`src/osc_apv_pkg.sv`:
```
// Shared constants, beat struct and character classes for the OSC address
// pattern validator. No dependencies.
package osc_apv_pkg;

  localparam int unsigned MAX_SEGMENTS = 255;
  localparam int unsigned SEG_CAP      = (MAX_SEGMENTS < 255) ? MAX_SEGMENTS : 255;
  localparam logic [7:0]  SEG_CAP_W    = 8'(SEG_CAP);

  localparam logic [7:0] CH_NUL    = 8'h00;
  localparam logic [7:0] CH_SLASH  = 8'h2f;
  localparam logic [7:0] CH_BANG   = 8'h21;
  localparam logic [7:0] CH_DASH   = 8'h2d;
  localparam logic [7:0] CH_SPACE  = 8'h20;
  localparam logic [7:0] CH_DEL    = 8'h7f;
  localparam logic [7:0] CH_LBRACE = 8'h7b;
  localparam logic [7:0] CH_RBRACE = 8'h7d;
  localparam logic [7:0] CH_LBRACK = 8'h5b;
  localparam logic [7:0] CH_RBRACK = 8'h5d;
  localparam logic [7:0] CH_COMMA  = 8'h2c;
  localparam logic [7:0] CH_HASH   = 8'h23;
  localparam logic [7:0] CH_STAR   = 8'h2a;
  localparam logic [7:0] CH_QMARK  = 8'h3f;

  // One registered input byte handed to the parser.
  typedef struct packed {
    logic       valid;
    logic [7:0] ch;
  } beat_t;

  function automatic logic is_printable(input logic [7:0] c);
    return (c >= CH_SPACE) && (c < CH_DEL);
  endfunction

  function automatic logic is_valid_char(input logic [7:0] c);
    logic special;
    special = (c == CH_SPACE) || (c == CH_HASH) || (c == CH_STAR) ||
              (c == CH_COMMA) || (c == CH_SLASH) || (c == CH_QMARK) ||
              (c == CH_LBRACK) || (c == CH_RBRACK) || (c == CH_LBRACE) ||
              (c == CH_RBRACE);
    return is_printable(c) && !special;
  endfunction

endpackage

```
`src/osc_apv_in_reg.sv`:
```
// Input register stage: captures one pattern byte per beat.
// Depends on osc_apv_pkg.
module osc_apv_in_reg
  import osc_apv_pkg::*;
(
  input  logic       clk,
  input  logic       rst_n,
  input  logic       in_valid,
  output logic       in_stall,
  input  logic [7:0] in_char_in,
  input  logic       hold,
  output beat_t      beat
);

  logic       valid_r;
  logic       valid_nxt;
  logic [7:0] ch_r;

  assign in_stall  = valid_r && hold;
  assign valid_nxt = in_stall ? valid_r : in_valid;

  always_ff @(posedge clk) begin
    if (!rst_n) begin
      valid_r <= 1'b0;
    end else begin
      valid_r <= valid_nxt;
    end
  end

  // Payload loads whenever the stage is free to advance.
  always_ff @(posedge clk) begin
    if (!in_stall) begin
      ch_r <= in_char_in;
    end
  end

  assign beat.valid = valid_r;
  assign beat.ch    = ch_r;

endmodule

```
`src/osc_apv_parser.sv`:
```
// Grammar state machine and result register of the pattern validator.
// Depends on osc_apv_pkg.
module osc_apv_parser
  import osc_apv_pkg::*;
(
  input  logic       clk,
  input  logic       rst_n,
  input  beat_t      beat,
  output logic       hold,
  output logic       out_valid,
  input  logic       out_stall,
  output logic       out_status,
  output logic [7:0] out_segment_count
);

  typedef enum logic [3:0] {
    PH_START, PH_SEG_FIRST, PH_BODY, PH_LIST, PH_RANGE_OPEN,
    PH_RANGE_EMPTY, PH_RANGE_ITEM, PH_RANGE_DASH, PH_RANGE_AFTER, PH_BAD
  } phase_t;

  phase_t     phase_r, phase_nxt;
  logic [7:0] seg_r, seg_nxt;
  logic       out_valid_r, out_valid_nxt;
  logic       status_r, status_nxt;
  logic [7:0] count_r, count_nxt;

  logic       is_end;
  logic       fire;
  logic       vc;
  logic [7:0] c;
  phase_t     body_ph;
  logic [7:0] body_seg;
  phase_t     range_more_ph;

  assign c      = beat.ch;
  assign vc     = is_valid_char(c);
  assign is_end = (c == CH_NUL);
  // Hold only an end byte while the previous result is still unclaimed.
  assign hold   = is_end && out_valid_r && out_stall;
  assign fire   = beat.valid && !hold;

  always_comb begin
    body_seg = seg_r;
    priority if (c == CH_SLASH) begin
      body_ph = PH_SEG_FIRST;
      if (seg_r < SEG_CAP_W) body_seg = seg_r + 8'd1;
    end else if (c == CH_LBRACE) begin
      body_ph = PH_LIST;
    end else if (c == CH_LBRACK) begin
      body_ph = PH_RANGE_OPEN;
    end else if ((c == CH_STAR) || (c == CH_QMARK)) begin
      body_ph = PH_BODY;
    end else if ((c == CH_SPACE) || (c == CH_HASH) || (c == CH_RBRACK) ||
                 (c == CH_RBRACE) || (c == CH_COMMA)) begin
      body_ph = PH_BAD;
    end else begin
      body_ph = is_printable(c) ? PH_BODY : PH_BAD;
    end
  end

  always_comb begin
    if (vc) range_more_ph = PH_RANGE_ITEM;
    else if (c == CH_RBRACK) range_more_ph = PH_BODY;
    else range_more_ph = PH_BAD;
  end

  always_comb begin
    phase_nxt     = phase_r;
    seg_nxt       = seg_r;
    out_valid_nxt = out_valid_r && out_stall;
    status_nxt    = status_r;
    count_nxt     = count_r;
    if (fire) begin
      if (is_end) begin
        out_valid_nxt = 1'b1;
        status_nxt    = (phase_r != PH_BODY);
        count_nxt     = (phase_r == PH_BODY) ? seg_r : 8'd0;
        phase_nxt     = PH_START;
        seg_nxt       = 8'd0;
      end else begin
        unique case (phase_r)
          PH_START: begin
            if (c == CH_SLASH) begin
              seg_nxt   = 8'd1;
              phase_nxt = PH_SEG_FIRST;
            end else begin
              phase_nxt = PH_BAD;
            end
          end
          PH_SEG_FIRST: begin
            if (c == CH_SLASH) begin
              phase_nxt = PH_BAD;
            end else begin
              phase_nxt = body_ph;
              seg_nxt   = body_seg;
            end
          end
          PH_BODY: begin
            phase_nxt = body_ph;
            seg_nxt   = body_seg;
          end
          PH_LIST: begin
            if (c == CH_RBRACE) phase_nxt = PH_BODY;
            else if ((c == CH_COMMA) || vc) phase_nxt = PH_LIST;
            else phase_nxt = PH_BAD;
          end
          PH_RANGE_OPEN: begin
            if (c == CH_BANG) phase_nxt = PH_RANGE_EMPTY;
            else phase_nxt = vc ? PH_RANGE_ITEM : PH_BAD;
          end
          PH_RANGE_EMPTY: phase_nxt = vc ? PH_RANGE_ITEM : PH_BAD;
          PH_RANGE_ITEM: begin
            phase_nxt = (c == CH_DASH) ? PH_RANGE_DASH : range_more_ph;
          end
          PH_RANGE_DASH:  phase_nxt = vc ? PH_RANGE_AFTER : PH_BAD;
          PH_RANGE_AFTER: phase_nxt = range_more_ph;
          default:        phase_nxt = PH_BAD;
        endcase
      end
    end
  end

  always_ff @(posedge clk) begin
    if (!rst_n) begin
      phase_r     <= PH_START;
      seg_r       <= 8'd0;
      out_valid_r <= 1'b0;
    end else begin
      phase_r     <= phase_nxt;
      seg_r       <= seg_nxt;
      out_valid_r <= out_valid_nxt;
    end
    status_r <= status_nxt;
    count_r  <= count_nxt;
  end

  assign out_valid         = out_valid_r;
  assign out_status        = status_r;
  assign out_segment_count = count_r;

endmodule

```
`src/osc_address_pattern_validator.sv`:
```
// OSC address pattern syntax checker: one pattern byte per beat, one result
// per zero byte. A zero byte passes the input register, then the parser's
// result register, where its result shows as valid.
// Throughput: 1 byte per cycle; an end byte waits only while the previous
// result is still stalled at the output register.
// Reset (rst_n low, synchronous) empties both registers and returns the
// parser to the start of a pattern with no segments counted.
module osc_address_pattern_validator
  import osc_apv_pkg::*;
(
  input  logic       clk,
  input  logic       rst_n,
  input  logic       in_valid,
  output logic       in_stall,
  input  logic [7:0] in_char_in,
  output logic       out_valid,
  input  logic       out_stall,
  output logic       out_status,
  output logic [7:0] out_segment_count
);

  beat_t beat;
  logic  hold;

  osc_apv_in_reg u_in_reg (
    .clk        (clk),
    .rst_n      (rst_n),
    .in_valid   (in_valid),
    .in_stall   (in_stall),
    .in_char_in (in_char_in),
    .hold       (hold),
    .beat       (beat)
  );

  osc_apv_parser u_parser (
    .clk               (clk),
    .rst_n             (rst_n),
    .beat              (beat),
    .hold              (hold),
    .out_valid         (out_valid),
    .out_stall         (out_stall),
    .out_status        (out_status),
    .out_segment_count (out_segment_count)
  );

endmodule

```
`config.mk`:
```
export PLATFORM = sky130hd
export DESIGN_NAME = osc_address_pattern_validator
export DESIGN_NICKNAME = d
export VERILOG_FILES = /design/src/osc_apv_pkg.sv /design/src/osc_apv_in_reg.sv /design/src/osc_apv_parser.sv /design/src/osc_address_pattern_validator.sv
export SDC_FILE = /design/constraint.sdc
export NUM_CORES = 1
export LEC_CHECK = 0
export ABC_AREA = 1
export BUFFER_PORTS_ARGS = -buffer_cell sky130_fd_sc_hd__buf_2
export CAP_MARGIN = 20
export CORE_ASPECT_RATIO = 0.7
export CORE_MARGIN = 10
export CORE_UTILIZATION = 55
export DETAILED_ROUTE_END_ITERATION = 8
export PLACE_DENSITY_LB_ADDON = 0.1
export SYNTH_ARGS = -nofsm -noshare
export SYNTH_HDL_FRONTEND = slang
export SYNTH_SLANG_ARGS = --single-unit
```
`constraint.sdc`:
```
create_clock -name clk -period 4.68 [get_ports clk]
set_input_delay 0.936 -clock clk [delete_from_list [all_inputs] [get_ports clk]]
set_output_delay 0.936 -clock clk [all_outputs]
set_load 0.1 [all_outputs]
```
==> results_tabular.tex <==
\begin{tabular}{lr}
\hline
Metric & Value \\
\hline
\multicolumn{2}{l}{\textbf{Run status}} \\
\quad Result of the run & finished, final reports clean \\
\multicolumn{2}{l}{\textbf{Setup path}} \\
\quad Cell type of the slowest stage on the worst timing path & buf\_2 \\
\quad Cell mode on critical path & nor2\_2 \\
\quad CP startpoint kind & flop \\
\quad Critical Path RT & 3.74 ns \\
\quad Maximum single-stage delay on the critical path & 0.46 ns \\
\quad Kind of capture point of the worst setup path & output port \\
\quad Critical Path, Cell by Cell & nor2\_2, nand2\_1, nor2\_2, nand3\_2, inv\_4, nand2\_2, nor2\_1, buf\_2 \\
\quad Crit-path max FO & 7 \\
\quad CP startpoint & u\_in\_reg.ch\_r[7] \\
\quad Worst r2r src & u\_parser.phase\_r[0] \\
\quad Buf/Inv on CP & 2 \\
\quad WS Path Type & reg2out \\
\quad Dominant delay contributor by cell family on the critical path & simple AND/OR/NAND/NOR gates \\
\quad WP data arrival & 2.02 ns \\
\multicolumn{2}{l}{\textbf{Global routing}} \\
\quad Grt total ovfl & 0 \\
\quad Pin count of the biggest net entering global routing & 12 \\
\quad Antenna violations before repair & 0 \\
\quad Overall global routing resource usage & 0.1324 \\
\quad Vias in the first global route & 1476 \\
\quad First-pass GRT wire length & 6962 microns \\
\multicolumn{2}{l}{\textbf{Timing}} \\
\quad Actual slew at the worst max-slew pin & 0.5893 ns \\
\quad Number of pins exceeding their max-slew limit in the final report & 0 \\
\quad Post-layout min period & 2.955 ns \\
\quad Max Clk Rate & 338.4 MHz \\
\quad Tcrit/Tclk final & 0.6314 \\
\quad Final setup viols & 0 \\
\quad Unrepaired setup endpoints after global routing & no \\
\quad Clock Skews & 0.006226 ns \\
\quad Endpoints failing hold & 0 \\
\quad Worst slew margin relative to its limit & 0.6072 \\
\quad Setup TNS & 0 ns \\
\multicolumn{2}{l}{\textbf{Placed design}} \\
\quad I/O Buffers & 22 \\
\quad Last weighted congestion value of the routability-driven placer & 0.9163 \\
\quad HPWL after detailed placement & 3287 microns \\
\multicolumn{2}{l}{\textbf{Cells and area}} \\
\quad Share of layout cells above drive strength 1 & 0.2544 \\
\quad Core Util, Final & 0.6605 \\
\quad Post-layout nets & 295 \\
\quad Antenna Diode Count & 0 \\
\quad Syn-to-layout area delta & 12.29\% \\
\multicolumn{2}{l}{\textbf{Power and ir drop}} \\
\quad Overall power consumption & 557.5 uW \\
\quad Clock share of power & 0.351 \\
\quad Total power divided by cell area & 259.4 nW/um\^{}2 \\
\quad Share of power burned in combinational logic & 0.112 \\
\quad Maximum resistive drop on vdd & 0.2005 mV \\
\quad Internal power of the cells & 416.0 uW \\
\quad Switching share of total power & 0.2538 \\
\quad Sequential share of power & 0.538 \\
\quad Switching component of the power & 141.5 uW \\
\quad Static Leak & 0.8327 nW \\
\multicolumn{2}{l}{\textbf{Run}} \\
\quad Number of violations of the max-capacitance limit & 0 \\
\multicolumn{2}{l}{\textbf{Detailed routing}} \\
\quad Wire length on met1 & 2189 microns \\
\quad Final antenna-violating net count & 0 \\
\quad Total length of routed wires & 4095 microns \\
\quad Pre-Repair DR Iteration Count & 5 \\
\quad Top Layer Used & met4 \\
\quad Vias post-DR & 1688 \\
\quad Average wire per cell in the routed design & 12.41 microns \\
\quad Drt initial violations & 130 \\
\quad Number of remaining DRC errors & 0 \\
\quad Drt via density & 5.115 \\
\quad Met2 layer wire length in the routed design & 1496 microns \\
\quad Routed wire length on met3 & 386 microns \\
\multicolumn{2}{l}{\textbf{Clocking}} \\
\quad Number of hold buffers added after CTS & 0 \\
\quad Maximum count of clock buffers along a single path & 2 \\
\quad Clock latency on the worst-skew pair & 0.28 ns \\
\quad Number of clock buffers inserted by TritonCTS & 5 \\
\quad Count of cells resized by post-cts repair & 0 \\
\quad CTS sink count & 31 \\
\quad Root Buffer & clkbuf\_8 \\
\quad Clock-pin slew on the worst setup and hold paths & 0.06 ns \\
\quad Setup Buffers After CTS & 0 \\
\quad TritonCTS clock tree & built \\
\quad Htree depth & 2 \\
\multicolumn{2}{l}{\textbf{Die}} \\
\quad Die W & 90.52 microns \\
\quad Std cell rows & 17 \\
\quad Die height & 69.36 microns \\
\quad Starting utilization of the core area & 0.5882 \\
\quad Placeable core region & 3254 sq um \\
\quad Die area & 6278 sq um \\
\quad I/O pins & 23 \\
\multicolumn{2}{l}{\textbf{Logic synthesis}} \\
\quad Total number of yosys warnings & 0 \\
\quad Top-count cell post-synth & nand2\_1 \\
\quad Biggest area contributors in the synthesized netlist & edfxtp\_1 (27\%), dfxtp\_1 (15\%), nand2\_1 (11\%) \\
\quad Synth cell count leaders & nand2\_1 (55), nor2\_1 (37), inv\_1 (29), edfxtp\_1 (17), dfxtp\_1 (14) \\
\quad Most area-hungry cell type in the Yosys netlist & edfxtp\_1 \\
\quad Async SR Flop Fraction & 0 \\
\quad Average instance area after synthesis & 7.507 sq um \\
\quad Count of state elements after synthesis & 31 \\
\quad Number of flops mapped to enable cells by yosys & 17 \\
\quad Total standard cell area after synthesis & 1914 sq um \\
\quad Sequential element share of the synthesized area & 0.4131 \\
\quad Synthesized netlist net count & 268 \\
\quad Number of distinct standard cells referenced by the synthesized netlist & 38 \\
\quad Area fraction of the dominant cell type after synthesis & 0.2667 \\
\quad Primary flip-flop cell chosen by synthesis mapping & edfxtp\_1 \\
\quad Count of mapped cells out of synthesis & 255 \\
\multicolumn{2}{l}{\textbf{Worst hold path}} \\
\quad Launch point of the worst hold path & u\_parser.out\_valid \\
\quad Worst min-delay path class & reg2reg \\
\hline
\end{tabular}
routing by layer:
layer / global-route usage / up-vias
met5: 0 / -
met4: 0.04181 / 0
met3: 0.04310 / 4
met2: 0.1573 / 72
met1: 0.2074 / 730
li1: - / 882
final timing paths:
| kind | end | slack [ns] | cells past startpoint |
|---|---|---|---|
| hold / removal | u_parser.out_valid | 0.48 | 2 |
| setup / recovery | in_stall | 1.73 | 8 |
| hold reg to reg | u_parser.out_valid | 0.48 | 2 |
| setup reg to reg | u_parser.seg_r[3] | 2.31 | 9 |
placed cells by master, fill, tap and decap left out, drive strengths merged, types with 2 or more instances in the layout:
cell type / count
nand3: 14
inv: 39
nand4: 5
a21oi: 16
nand2: 68
o21ai: 6
clkinv: 2
clkbuf: 6
a211oi: 2
nor2: 48
edfxtp: 17
nor3b: 2
dfxtp: 14
buf: 22
nor3: 11
cell type report:
| type | count | area [sq um] |
|---|---|---|
| Sequential cell | 31 | 790.8 |
| Inverter | 39 | 148.9 |
| Timing Repair Buffer | 22 | 110.1 |
| Clock buffer | 6 | 72.57 |
| Multi-Input combinational cell | 183 | 959.7 |
| Fill cell | 294 | 1105 |
| Clock inverter | 2 | 8.758 |
| Tap cell | 47 | 58.81 |
tightest hold or removal path: stages (launching register included):
cell and delay [ns]:
dfxtp_1 0.31, nand2_1 0.07, a21oi_1 0.06
power groups by stage:
stage / clock, mW / combinational, mW / sequential (mW)
global route: 0.211 / 0.0701 / 0.301
CTS: 0.197 / 0.0614 / 0.300
finish: 0.195 / 0.0623 / 0.300
global placement: 0 / 0.0602 / 0.305
detailed placement: 0 / 0.0611 / 0.306
floorplan: 0 / 0.0455 / 0.304
sequential cells by signal, indices dropped and copies added, names as in the netlist:
| name | flops |
|---|---|
| u_parser.out_segment_count | 8 |
| u_parser.seg_r | 8 |
| u_parser.out_status | 1 |
| u_in_reg.valid_r | 1 |
| u_parser.out_valid | 1 |
| u_in_reg.ch_r | 8 |
| u_parser.phase_r | 4 |
per-stage QoR:
step	worst slack [ns]	area (sq um)	cells	hold WS (ns)
4_1_cts	1.707	2150	330	0.4863
3_3_place_gp	1.931	2068	322	0.4788
6_report	1.725	2150	330	0.4806
2_1_floorplan	1.179	1914	255	0.4575
3_5_place_dp	1.928	2068	322	0.4735
5_1_grt	1.563	2150	330	0.5013
logic make-up after synthesis:
logic type / count (synthesis) / synth area share
AND/OR/NAND/NOR: 150 / 0.3876
buffers and inverters: 41 / 0.08562
flip-flops: 31 / 0.4131
AO/OA/AOI/OAI: 30 / 0.09740
XOR/XNOR: 1 / 0.004576
multiplexers: 1 / 0.005229
adder cells (fa/ha/maj): 1 / 0.006535
No activity file was read; power rests on OpenSTA's default activity.
